<file path="config.mk">
export PLATFORM = sky130hd
export DESIGN_NAME = mpu_region_fault_manager_top
export DESIGN_NICKNAME = d
export VERILOG_FILES = /design/src/design/mrfm_pkg.sv /design/src/design/mpu_region_fault_manager_top.sv
export SDC_FILE = /design/constraint.sdc
export NUM_CORES = 2
export LEC_CHECK = 0
export ABC_CLOCK_PERIOD_IN_PS = 14700
export BUFFER_PORTS_ARGS = -buffer_cell sky130_fd_sc_hd__buf_2
export CORE_UTILIZATION = 40
export DETAILED_ROUTE_END_ITERATION = 16
export PLACE_DENSITY = 0.67
export SLEW_MARGIN = 20
export SYNTH_ARGS = -nofsm -noshare
export SYNTH_HDL_FRONTEND = slang
export SYNTH_SLANG_ARGS = --single-unit
</file>
<file path="constraint.sdc">
create_clock -name clk -period 14.7 [get_ports clk]
set_input_delay 1.47 -clock clk [delete_from_list [all_inputs] [get_ports clk]]
set_output_delay 1.47 -clock clk [all_outputs]
set_load 0.005 [all_outputs]
</file>
<file path="src/design/mrfm_pkg.sv">
// ----------------------------------------------------------------------------
// mrfm_pkg
// shared types, codes and the region attribute builder of the fault manager
// ----------------------------------------------------------------------------
`timescale 1ns / 1ps
`default_nettype none

package mrfm_pkg;

	localparam logic [2:0] REQ_MAP        = 3'd0;
	localparam logic [2:0] REQ_UNMAP      = 3'd1;
	localparam logic [2:0] REQ_FAULT      = 3'd2;
	localparam logic [2:0] REQ_ACTIVATE   = 3'd3;
	localparam logic [2:0] REQ_DEACTIVATE = 3'd4;

	localparam logic [2:0] ST_OK        = 3'd0;
	localparam logic [2:0] ST_REJECTED  = 3'd1;
	localparam logic [2:0] ST_NO_SPACE  = 3'd2;
	localparam logic [2:0] ST_INVALID   = 3'd3;
	localparam logic [2:0] ST_DENIED    = 3'd4;
	localparam logic [2:0] ST_NO_REGION = 3'd5;

	localparam logic [1:0] OP_NONE        = 2'd0;
	localparam logic [1:0] OP_PROGRAM     = 2'd1;
	localparam logic [1:0] OP_DISABLE     = 2'd2;
	localparam logic [1:0] OP_DISABLE_ALL = 2'd3;

	localparam int PERM_R = 0;
	localparam int PERM_W = 1;
	localparam int PERM_X = 2;
	localparam int PERM_U = 3;

	localparam logic [2:0] REG_HW_REGIONS = 3'd0;

	localparam logic [31:0] ATTR_FIXED = (32'd1 << 18) | (32'd1 << 17) | (32'd1 << 16) | 32'd1;

	typedef enum logic [6:0] {
		S_IDLE    = 7'b0000001,
		S_SCAN_RD = 7'b0000010,
		S_SCAN_CM = 7'b0000100,
		S_DECIDE  = 7'b0001000,
		S_REG_SEL = 7'b0010000,
		S_REG_CMP = 7'b0100000,
		S_LOAD    = 7'b1000000
	} state_t;

	function automatic logic [31:0] build_attr(input logic [3:0] p, input logic [4:0] szf);
		logic [31:0] ap;
		logic [31:0] xn;
		begin
			if (p[PERM_U]) ap = p[PERM_W] ? 32'd3 : 32'd6;
			else ap = p[PERM_W] ? 32'd1 : 32'd5;
			xn = p[PERM_X] ? 32'd0 : 32'd1;
			build_attr = (xn << 28) | (ap << 24) | ATTR_FIXED | ({27'd0, szf} << 1);
		end
	endfunction

endpackage

`default_nettype wire

</file>
<file path="src/design/mpu_region_fault_manager_top.sv">
// ----------------------------------------------------------------------------
// mpu_region_fault_manager_top
// page mapping table and mpu page-region manager with pinned-page eviction
//
// channel   signals                                   handshake
// request   start, req_type .. fault_pc               start && !busy
// result    done, status .. status_clear              done, one cycle
// config    psel penable pwrite paddr pwdata prdata   apb, pready high
//
// a transaction walks the mapping table, reading and then comparing each
// entry; a fault then walks the page regions, selecting each and comparing
// the age of each one in use, and a resident remap reloads its region;
// activate/deactivate, rejects and faults without a space skip the walk
// mapping table records live in a synchronous memory with registered reads
// arst_n clears flags, residency, region owners, counter and the register
// results cannot be stalled; done pulses once per transaction
// ----------------------------------------------------------------------------
`timescale 1ns / 1ps
`default_nettype none

module mpu_region_fault_manager_top
	import mrfm_pkg::*;
#(
	parameter int MAPPINGS  = 16,
	parameter int REGIONS   = 8,
	parameter int PAGE_BITS = 10
) (
	input  wire logic        clk,
	input  wire logic        arst_n,
	input  wire logic        start,
	output logic             busy,
	input  wire logic [2:0]  req_type,
	input  wire logic [31:0] address,
	input  wire logic [3:0]  perms,
	input  wire logic        pinned,
	input  wire logic [7:0]  fault_status,
	input  wire logic [31:0] fault_pc,
	output logic             done,
	output logic [2:0]       status,
	output logic [1:0]       mpu_op,
	output logic [2:0]       mpu_region,
	output logic [31:0]      mpu_base,
	output logic [31:0]      mpu_attr,
	output logic [31:0]      fault_address,
	output logic [7:0]       status_clear,
	input  wire logic        psel,
	input  wire logic        penable,
	input  wire logic        pwrite,
	input  wire logic [2:0]  paddr,
	input  wire logic [31:0] pwdata,
	output logic [31:0]      prdata,
	output logic             pready
);

	localparam int IW = (MAPPINGS > 1) ? $clog2(MAPPINGS) : 1;
	localparam int RB = $clog2(REGIONS);
	localparam int PW = 32 - PAGE_BITS;
	localparam int RW = PW + 4 + RB + 32;
	localparam logic [IW-1:0] LAST_IDX = IW'(MAPPINGS - 1);
	localparam logic [4:0] SZF = 5'(PAGE_BITS - 1);

	state_t state_q;

	logic [RW-1:0] mem [MAPPINGS];
	logic [RW-1:0] rd_data_q;
	logic [IW-1:0] rd_addr;
	logic          mem_we;
	logic [IW-1:0] mem_wa;
	logic [RW-1:0] mem_wd;

	logic [MAPPINGS-1:0] present_q, pin_q, resident_q;
	logic [IW-1:0]       owner_q [REGIONS];
	logic [REGIONS-1:0]  used_q;
	logic [31:0]         counter_q;
	logic                active_q;
	logic [3:0]          hw_q;

	logic [2:0]    req_q;
	logic [PW-1:0] page_q;
	logic [3:0]    perms_q;
	logic          pinreq_q;
	logic [7:0]    fs_q;
	logic [IW-1:0] scan_q;
	logic          hit_q, free_vld_q;
	logic [IW-1:0] hit_idx_q, free_idx_q;
	logic [RB-1:0] hit_reg_q;
	logic [31:0]   hit_stamp_q;
	logic [3:0]    hit_perms_q;
	logic [4:0]    c_q;
	logic          ev_vld_q;
	logic [RB-1:0] ev_reg_q, r_q;
	logic [31:0]   ev_stamp_q;

	logic          done_q;
	logic [2:0]    status_q;
	logic [1:0]    op_q;
	logic [2:0]    region_q;
	logic [31:0]   base_q, attr_q, fa_out_q;
	logic [7:0]    clr_q;

	logic [4:0]    limit;
	logic [31:0]   fa_in;
	logic [PW-1:0] rd_page;
	logic [3:0]    rd_perms;
	logic [RB-1:0] rd_reg;
	logic [31:0]   rd_stamp;
	logic [IW-1:0] cur_owner;
	logic [31:0]   r_wide;
	logic [31:0]   stamp_next;

	assign limit = ({1'b0, hw_q} < 5'(REGIONS)) ? {1'b0, hw_q} : 5'(REGIONS);
	assign fa_in = fault_status[0] ? fault_pc : (fault_status[7] ? address : 32'd0);
	assign {rd_page, rd_perms, rd_reg, rd_stamp} = rd_data_q;
	assign cur_owner = owner_q[c_q[RB-1:0]];
	assign r_wide = 32'(r_q);
	assign stamp_next = counter_q + 32'd1;

	always_comb begin
		rd_addr = scan_q;
		if (state_q == S_REG_SEL) begin
			rd_addr = cur_owner;
		end
	end

	always_comb begin
		mem_we = 1'b0;
		mem_wa = hit_idx_q;
		mem_wd = {page_q, perms_q, hit_reg_q, hit_stamp_q};
		if (state_q == S_DECIDE && req_q == REQ_MAP) begin
			if (hit_q) begin
				mem_we = 1'b1;
			end else if (free_vld_q) begin
				mem_we = 1'b1;
				mem_wa = free_idx_q;
				mem_wd = {page_q, perms_q, {RB{1'b0}}, 32'd0};
			end
		end else if (state_q == S_LOAD) begin
			mem_we = 1'b1;
			mem_wd = {page_q, (req_q == REQ_MAP) ? perms_q : hit_perms_q, r_q, stamp_next};
		end
	end

	always_ff @(posedge clk) begin
		if (mem_we) begin
			mem[mem_wa] <= mem_wd;
		end
		rd_data_q <= mem[rd_addr];
	end

	always_ff @(posedge clk or negedge arst_n) begin
		if (!arst_n) begin
			hw_q <= 4'd8;
		end else if (psel && penable && pwrite && paddr == REG_HW_REGIONS) begin
			hw_q <= pwdata[3:0];
		end
	end

	assign pready = 1'b1;
	assign prdata = (paddr == REG_HW_REGIONS) ? {28'd0, hw_q} : 32'd0;

	always_ff @(posedge clk) begin
		if (state_q == S_IDLE && start) begin
			req_q    <= req_type;
			perms_q  <= perms;
			pinreq_q <= pinned;
			fs_q     <= fault_status;
			page_q   <= (req_type == REQ_FAULT) ? fa_in[31:PAGE_BITS] : address[31:PAGE_BITS];
		end
		if (state_q == S_SCAN_CM && !hit_q && present_q[scan_q] && rd_page == page_q) begin
			hit_idx_q   <= scan_q;
			hit_reg_q   <= rd_reg;
			hit_stamp_q <= rd_stamp;
			hit_perms_q <= rd_perms;
		end
		if (state_q == S_SCAN_CM && !free_vld_q && !present_q[scan_q]) begin
			free_idx_q <= scan_q;
		end
		if (state_q == S_REG_CMP && !pin_q[cur_owner] && (!ev_vld_q || rd_stamp < ev_stamp_q)) begin
			ev_reg_q   <= c_q[RB-1:0];
			ev_stamp_q <= rd_stamp;
		end
	end

	always_ff @(posedge clk or negedge arst_n) begin
		if (!arst_n) begin
			state_q    <= S_IDLE;
			present_q  <= '0;
			pin_q      <= '0;
			resident_q <= '0;
			used_q     <= '0;
			for (int k = 0; k < REGIONS; k++) owner_q[k] <= '0;
			counter_q  <= '0;
			active_q   <= 1'b0;
			scan_q     <= '0;
			hit_q      <= 1'b0;
			free_vld_q <= 1'b0;
			ev_vld_q   <= 1'b0;
			c_q        <= '0;
			r_q        <= '0;
			done_q     <= 1'b0;
			status_q   <= ST_OK;
			op_q       <= OP_NONE;
			region_q   <= '0;
			base_q     <= '0;
			attr_q     <= '0;
			fa_out_q   <= '0;
			clr_q      <= '0;
		end else begin
			done_q <= 1'b0;
			unique case (state_q)
				S_IDLE: begin
					if (start) begin
						status_q   <= ST_OK;
						op_q       <= OP_NONE;
						region_q   <= '0;
						base_q     <= '0;
						attr_q     <= '0;
						fa_out_q   <= (req_type == REQ_FAULT) ? fa_in : 32'd0;
						clr_q      <= '0;
						scan_q     <= '0;
						hit_q      <= 1'b0;
						free_vld_q <= 1'b0;
						ev_vld_q   <= 1'b0;
						priority if (req_type == REQ_ACTIVATE || req_type == REQ_DEACTIVATE) begin
							resident_q <= '0;
							used_q     <= '0;
							for (int k = 0; k < REGIONS; k++) owner_q[k] <= '0;
							active_q   <= (req_type == REQ_ACTIVATE);
							op_q       <= OP_DISABLE_ALL;
							done_q     <= 1'b1;
						end else if (req_type == REQ_MAP && (!perms[PERM_R] ||
							(perms[PERM_W] && perms[PERM_X]))) begin
							status_q <= ST_REJECTED;
							done_q   <= 1'b1;
						end else if (req_type == REQ_FAULT && !active_q) begin
							status_q <= ST_NO_SPACE;
							done_q   <= 1'b1;
						end else if (req_type == REQ_MAP || req_type == REQ_UNMAP ||
							req_type == REQ_FAULT) begin
							state_q <= S_SCAN_RD;
						end else begin
							status_q <= ST_REJECTED;
							done_q   <= 1'b1;
						end
					end
				end
				S_SCAN_RD: begin
					state_q <= S_SCAN_CM;
				end
				S_SCAN_CM: begin
					if (present_q[scan_q] && rd_page == page_q) hit_q <= 1'b1;
					if (!present_q[scan_q]) free_vld_q <= 1'b1;
					if (scan_q == LAST_IDX) begin
						state_q <= S_DECIDE;
					end else begin
						scan_q  <= scan_q + 1'b1;
						state_q <= S_SCAN_RD;
					end
				end
				S_DECIDE: begin
					state_q <= S_IDLE;
					done_q  <= 1'b1;
					unique case (req_q)
						REQ_MAP: begin
							if (hit_q) begin
								pin_q[hit_idx_q] <= pinreq_q;
								if (resident_q[hit_idx_q] && active_q) begin
									r_q     <= hit_reg_q;
									state_q <= S_LOAD;
									done_q  <= 1'b0;
								end
							end else if (free_vld_q) begin
								present_q[free_idx_q]  <= 1'b1;
								pin_q[free_idx_q]      <= pinreq_q;
								resident_q[free_idx_q] <= 1'b0;
							end else begin
								status_q <= ST_REJECTED;
							end
						end
						REQ_UNMAP: begin
							if (!hit_q) begin
								status_q <= ST_REJECTED;
							end else begin
								if (resident_q[hit_idx_q] && active_q) begin
									op_q     <= OP_DISABLE;
									region_q <= 3'(32'(hit_reg_q));
									used_q[hit_reg_q]  <= 1'b0;
									owner_q[hit_reg_q] <= '0;
								end
								present_q[hit_idx_q]  <= 1'b0;
								pin_q[hit_idx_q]      <= 1'b0;
								resident_q[hit_idx_q] <= 1'b0;
							end
						end
						default: begin
							priority if (!hit_q) begin
								status_q <= ST_INVALID;
							end else if (resident_q[hit_idx_q]) begin
								status_q <= ST_DENIED;
							end else if (fs_q[0] && !hit_perms_q[PERM_X]) begin
								status_q <= ST_DENIED;
							end else begin
								c_q     <= 5'd1;
								state_q <= S_REG_SEL;
								done_q  <= 1'b0;
							end
						end
					endcase
				end
				S_REG_SEL: begin
					priority if (c_q >= limit) begin
						if (ev_vld_q) begin
							r_q     <= ev_reg_q;
							state_q <= S_LOAD;
						end else begin
							status_q <= ST_NO_REGION;
							state_q  <= S_IDLE;
							done_q   <= 1'b1;
						end
					end else if (!used_q[c_q[RB-1:0]]) begin
						r_q     <= c_q[RB-1:0];
						state_q <= S_LOAD;
					end else begin
						state_q <= S_REG_CMP;
					end
				end
				S_REG_CMP: begin
					if (!pin_q[cur_owner] && (!ev_vld_q || rd_stamp < ev_stamp_q)) begin
						ev_vld_q <= 1'b1;
					end
					c_q     <= c_q + 5'd1;
					state_q <= S_REG_SEL;
				end
				S_LOAD: begin
					if (used_q[r_q] && owner_q[r_q] != hit_idx_q) begin
						resident_q[owner_q[r_q]] <= 1'b0;
					end
					resident_q[hit_idx_q] <= 1'b1;
					owner_q[r_q] <= hit_idx_q;
					used_q[r_q]  <= 1'b1;
					counter_q    <= stamp_next;
					op_q         <= OP_PROGRAM;
					region_q     <= r_wide[2:0];
					base_q       <= {page_q, {PAGE_BITS{1'b0}}};
					attr_q       <= build_attr((req_q == REQ_MAP) ? perms_q : hit_perms_q, SZF);
					clr_q        <= (req_q == REQ_FAULT) ? fs_q : 8'd0;
					state_q      <= S_IDLE;
					done_q       <= 1'b1;
				end
				default: begin
					state_q <= S_IDLE;
				end
			endcase
		end
	end

	assign busy          = (state_q != S_IDLE);
	assign done          = done_q;
	assign status        = status_q;
	assign mpu_op        = op_q;
	assign mpu_region    = region_q;
	assign mpu_base      = base_q;
	assign mpu_attr      = attr_q;
	assign fault_address = fa_out_q;
	assign status_clear  = clr_q;

`ifndef NO_ASSERTIONS
	a_accept_busy: assert property (@(posedge clk) disable iff (!arst_n)
		(start && !busy && req_type <= REQ_FAULT && !(req_type == REQ_FAULT && !active_q) &&
		!(req_type == REQ_MAP && (!perms[PERM_R] || (perms[PERM_W] && perms[PERM_X]))))
		|=> busy)
		else $error("accepted table transaction did not go busy");
	a_fail_no_op: assert property (@(posedge clk) disable iff (!arst_n)
		(done && status != ST_OK) |-> (mpu_op == OP_NONE))
		else $error("failed transaction issued an mpu operation");
	a_prog_attr: assert property (@(posedge clk) disable iff (!arst_n)
		(done && mpu_op == OP_PROGRAM) |-> (mpu_attr[0] && status == ST_OK))
		else $error("programmed region without enable");
	a_load_region: assert property (@(posedge clk) disable iff (!arst_n)
		(state_q == S_LOAD) |-> (r_q != '0))
		else $error("load targets the flash region");
`endif

endmodule

`default_nettype wire

</file>
# ---- Word level (Yosys, flattened, before mapping)
# Memories as Yosys holds them, arrays and structs flattened. A register that Yosys moved wholly into a read port is not among the register bits.
# Cells that the tools add are included.
dict set report totals {
  register_bits 380
  latch_bits 0
  mem_bits_rw 976
  rom_bits 0
  input_bits 121
  output_inout_bits 147
  wordCells 373
  mem_count 1
}
# name words word_bits rd rd_clocked_by_memory_dff wr line
set mem_list {}
lappend mem_list {mem 16 61 1 1 1 mpu_region_fault_manager_top.sv:64} ;# logic [RW-1:0] mem [MAPPINGS];
dict set report classes {
  addsub 3
  multipliers 0
  n_div 0
  order_cmp 21
  n_eq_ne 49
  n_shift 0
  mux 170
  n_bitwise 19
  n_reduce_logical 68
}
# operator n
set op_table {}
lappend op_table {{$mux 32} 9}
lappend op_table {{$mux 16} 13}
lappend op_table {{$pmux 32 s2} 2}
lappend op_table {{$pmux 16 s2} 3}
lappend op_table {{$pmux 32 s3} 1}
lappend op_table {{$and 16x16->16} 5}
lappend op_table {{$mux 39} 2}
lappend op_table {{$mux 35} 2}
lappend op_table {{$mux 7} 10}
lappend op_table {{$mux 4} 16}
lappend op_table {{$mux 8} 8}
lappend op_table {{$mux 3} 20}
lappend op_table {{$not 16->16} 3}
lappend op_table {{$pmux 16 s3} 1}
lappend op_table {{$pmux 7 s6} 1}
lappend op_table {{$mux 5} 7}
lappend op_table {{$mux 1} 34}
lappend op_table {{$add 32x1->32 const B} 1}
lappend op_table {{$and 32x32->32} 1}
lappend op_table {{$bwmux 16} 2}
lappend op_table {{$bwmux 32} 1}
lappend op_table {{$lt 32x32->1} 1}
lappend op_table {{$not 32->32} 1}
lappend op_table {{$or 16x16->16} 2}
lappend op_table {{66 further kinds} 184}

# ---- Longest topological paths before layout
dict set report depth {
  ltp_word 14
  depth_mapped 12
  depth_no_buf 9
}

# ---- Least setup slack after synthesis
# No wires, ideal clock.
dict set report synth_path {
  kind {register to register}
  start {register state_q[2]}
  end {memory mem[11][0] (netlist bit), enable pin}
  setup_time_ns 0.552
  arrival_time_ns 5.999
  required_time_ns 14.148
  path_slack_ns 8.149
  stages_incl_launch_ff 9
  n_path_buf 2
  period_less_slack_ns 6.551
  cell_sequence {dfrtp_1 -> nor3_4 -> nand4b_1 -> nor2_1 -> and3_1 -> clkbuf_1 -> clkbuf_1 -> a21oi_1 -> nor3_1}
}
dict set report synth_via {
  elab_chain_cells 5
}
# item line
set synth_lines {}
lappend synth_lines {{start: declaration} mpu_region_fault_manager_top.sv:62} ;# state_t state_q;
lappend synth_lines {{start signal: assignment} mpu_region_fault_manager_top.sv:186} ;# state_q <= S_IDLE;
lappend synth_lines {{start signal: assignment} mpu_region_fault_manager_top.sv:240} ;# state_q <= S_SCAN_RD;
lappend synth_lines {{start signal: assignment} mpu_region_fault_manager_top.sv:248} ;# state_q <= S_SCAN_CM;
lappend synth_lines {{$eq 7x7->1 or $eq 7x4->1 (tied branches)} {mpu_region_fault_manager_top.sv:137, mpu_region_fault_manager_top.sv:129}}
lappend synth_lines {{$mux 1 or $logic_and 1x1->1 (tied branches)} {mpu_region_fault_manager_top.sv:137, mpu_region_fault_manager_top.sv:129}}
lappend synth_lines {{$mux 1} mpu_region_fault_manager_top.sv:129} ;# if (state_q == S_DECIDE && req_q == REQ_MAP) begin
lappend synth_lines {{$mux 1} mpu_region_fault_manager_top.sv:144} ;# if (mem_we) begin
lappend synth_lines {{$mux 1 (implied by the code)} mpu_region_fault_manager_top.sv:145} ;# mem[mem_wa] <= mem_wd;
lappend synth_lines {{end: declaration} mpu_region_fault_manager_top.sv:64}
# Parallel ways exist; a longest one is shown, timed or not.

# ---- Worst setup path after layout
dict set report layout_path {
  start {register state_q[2]}
  end {register rd_data_q[1], read port of mem}
}
dict set report layout_via {
  elab_chain_cells 2
}
# item line
set layout_lines {}
lappend layout_lines {{$eq 7x5->1} mpu_region_fault_manager_top.sv:120} ;# if (state_q == S_REG_SEL) begin
lappend layout_lines {{$mux 4} mpu_region_fault_manager_top.sv:120}
lappend layout_lines {{end: declaration} mpu_region_fault_manager_top.sv:65} ;# logic [RW-1:0] rd_data_q;
# Every way passes these cells.
# A chain may end at the register's enable or synchronous reset.

==> results_dict.tcl <==
set metrics [dict create \
    diodes 0 \
    synth_edf_count 1078 \
    worst_pin_slew_ns 1.11 \
    post_cts_buffers 0 \
    first_iter_violations 3519 \
    final.min_clock_period_ns 5.20 \
    maxCapViolCount 0 \
    io_pins 268 \
    finalWorstSetupSlack_ns 9.50 \
    setup_tns_ns 0 \
    synth_area_mm2 0.0568 \
    cts_hold_buf 0 \
    clock_path_buffers 3 \
    portBuffers 178 \
    period_share_pct 35.4 \
    yosysUniqueCellTypes 84 \
    place_area_mm2 0.0593 \
    slew_headroom_pct 25.8 \
    swShare_pct 25.3 \
    seq_power_share_pct 50.5 \
    dp_hpwl_um 73800 \
    worstSetupPathType "reg2reg" \
    min_path_type "reg2reg" \
    die_w_um 379 \
    power.total_mw 8.81 \
    finClkSkew_ns 0.0293 \
    crit_chain "nor3_4, nand4_1, o21ai_4, buf_4, buf_12, buf_4, mux2i_1, mux2i_1, a32o_1, a221o_1" \
    grt-ovfl-total 0 \
    path_clk_slew_ns 0.06 \
    syn_inst 4256 \
    power.leakage_nw 22.5 \
    die_height_um 379 \
    yosys_most_used_dff "edfxtp_1" \
    finalMaxSlewViolations 0 \
    max_stage_delay_ns 0.82 \
    p_sw_mw 2.22 \
    hold_violations 0 \
    ir_worst_vdd_mv 0.111 \
    drtPass1Iterations 6 \
    whs_ns 0.402 \
    via_per_inst 5.61 \
    yosys_warnings 0 \
    crit_path_end_kind "flip-flop" \
    first_global_vias 33891 \
    crit_path_top_delay_cell "buf_4" \
    p_int_mw 6.58 \
    cts_tree "done" \
    layout.nets 4531 \
    num_vias 35669 \
    place_congestion 0.862 \
    core_mm2 0.140 \
    ys_seq_area_share_pct 68.9 \
    post_cts_resized 0 \
    finalSetupViolCount 0 \
    status "complete, no violations" \
    rsz0062_at_grt "false" \
    crit_required_ns 15.32 \
    start_util_pct 40.5 \
    grtUsageTotal_pct 19.1 \
    syn_area_per_cell_um2 13.3 \
    antenna_found_initial 0 \
    p_comb_share_pct 10.6 \
    rows 137 \
    synth-async-reset-ratio_pct 16.4 \
    die-area_mm2 0.144 \
    drc 0 \
    fillers 12277 \
    cts_root_buf "clkbuf_16" \
    post_route_cells_drive_above_1_share_pct 12.8 \
    final_cell_area_mm2 0.0638 \
    start_kind "flip-flop" \
    cp_max_fo 153 \
    power-per-cell-area_mw_per_mm2 138 \
    power_frac_clock_pct 38.9 \
    grt_pass1_wl_um 209000 \
    max_freq_mhz 192 \
    avgRoutedWirePerCell_um 21.8 \
    h-tree-depth 4 \
    place_ws_ns 9.59 \
    grt_start_max_net_pins 154 \
    cts.sinks 1361 \
    cp.arrival_ns 5.82 \
    area_growth_pct 12.3 \
    synth-seq-cells 1361 \
    ant_nets 0 \
    drt_wl_total_um 138000 \
    clk_latency_ns 0.77 \
    numCtsBuffers 138 \
]
-- power by group through the flow --
stage / Sequential [mW] / Combinational (mW) / Clock [mW]
finish: 4.45 / 0.930 / 3.43
detailed placement: 4.53 / 0.916 / 0
CTS: 4.45 / 0.923 / 3.48
global route: 4.47 / 1.02 / 3.62
global placement: 4.52 / 0.909 / 0
floorplan: 4.47 / 0.650 / 0
-- worst paths after layout --
check	start	end	slack (ns)	depth (start not counted)
worst min register to register	rd_data_q[33]	hit_reg_q[1]	0.40	0
min in group asynchronous	arst_n	status_clear[0]	0.75	1
worst max-delay path	state_q[2]	rd_data_q[1]	9.50	10
max in group asynchronous	arst_n	resident_q[11]	12.44	2
worst min-delay path	rd_data_q[33]	hit_reg_q[1]	0.40	0
worst max register to register	state_q[2]	rd_data_q[1]	9.50	10
-- placed cells by master, fill, tap and decap left out, types with 17 or more instances in the layout --
cell type / synthesis / final
edfxtp_1: 1078 / 1078
nand2_1: 715 / 714
a21oi_1: 304 / 301
dfrtp_1: 221 / 221
mux2i_1: 206 / 206
buf_2: 94 / 177
a22oi_1: 168 / 168
nand3_1: 162 / 162
o21ai_0: 160 / 159
clkbuf_16: 0 / 143
nor2_1: 128 / 113
buf_4: 75 / 88
a32o_1: 61 / 61
conb_1: 2 / 61
a221o_1: 60 / 60
dfxtp_1: 60 / 60
xnor2_1: 50 / 50
inv_1: 49 / 48
a22o_1: 42 / 42
o31ai_1: 40 / 40
ha_1: 38 / 38
xor2_1: 37 / 37
clkbuf_1: 140 / 35
mux4_2: 30 / 30
a211oi_1: 26 / 26
nand4_1: 25 / 25
nor3_1: 29 / 25
clkinv_1: 0 / 19
clkinv_2: 0 / 17
-- synth_stat cells (5+ instances only) --
library cell,n,area share (%)
edfxtp_1,1078,57
nand2_1,715,4.7
a21oi_1,304,2.7
dfrtp_1,221,9.7
mux2i_1,206,3.6
a22oi_1,168,2.2
nand3_1,162,1.4
o21ai_0,160,1.4
clkbuf_1,140,0.93
nor2_1,128,0.85
buf_2,94,0.83
buf_4,75,0.99
a32o_1,61,1.1
a221o_1,60,1.1
dfxtp_1,60,2.1
xnor2_1,50,0.77
inv_1,49,0.32
a22o_1,42,0.65
o31ai_1,40,0.53
ha_1,38,0.84
xor2_1,37,0.57
mux4_2,30,1.2
nor3_1,29,0.26
a211oi_1,26,0.34
nand4_1,25,0.28
buf_1,23,0.15
buf_6,17,0.34
nor2b_1,17,0.19
nand2b_1,15,0.17
mux2_2,14,0.28
nor4_1,12,0.13
and2_1,11,0.12
o22ai_1,11,0.12
a31oi_1,10,0.11
and3_1,10,0.11
o311ai_0,10,0.15
o21ai_1,8,0.070
or2_2,8,0.088
a21o_1,7,0.093
o21a_1,6,0.079
o41ai_1,5,0.077
-- cells by family after synthesis --
kind of cell / count (synthesis) / synth area share (%)
AO/OA/AOI/OAI: 947 / 11.1
XOR/XNOR: 87 / 1.34
adder cells (fa/ha/maj): 38 / 0.837
buffers and inverters: 400 / 3.57
flip-flops: 1361 / 68.9
multiplexers: 254 / 5.24
other: 2 / 0.0132
AND/OR/NAND/NOR: 1167 / 8.94
-- final cells by class --
class	count	area [um2]	area share (%)
inverters	50	188	0.294
clock buffers	190	3870	6.08
clock inverters	60	564	0.885
well taps	1876	2350	3.68
repair buffers	267	1580	2.48
flip-flops and latches	1361	39200	61.4
multi-input cells	2554	16100	25.2
-- worst max-delay path, delay by kind of cell, from the launching register on --
family | cells | cell delay, ns
buffers and inverters | 3 | 1.99
muxes | 2 | 0.37
AOI/OAI and AO/OA | 3 | 0.89
DFF | 1 | 0.44
and+or+nand+nor | 2 | 1.03
-- flip-flops by register name, summed over array words and instances, names as in the netlist, 7 cells and up --
signal,cells
state_q,7
counter_q,32
present_q,16
resident_q,16
used_q,8
fs_q,8
ev_stamp_q,32
fault_address,32
pin_q,16
page_q,22
mpu_base,22
status_clear,8
rd_data_q,60
hit_stamp_q,32
owner_q,32
mem,960
-- layer usage --
layer  wire length [um]  up-vias  track usage, %
met2              64500     1449            30.1
met1              60200    17877            26.9
met5                  0        -               0
li1                   -    16101               -
met4               3490        0            6.39
met3              10300      242            3.04
-- through the flow --
| stage | utilization, % | cells |
|---|---|---|
| after CTS | 45.5 | 6358 |
| after floorplan | - | 4315 |
| final | 45.5 | 6358 |
| after global placement | 42.3 | 6108 |
| after global routing | 45.5 | 6358 |
| after detailed placement | 42.3 | 6108 |
Note: power is estimated with default switching activity, not from simulation.
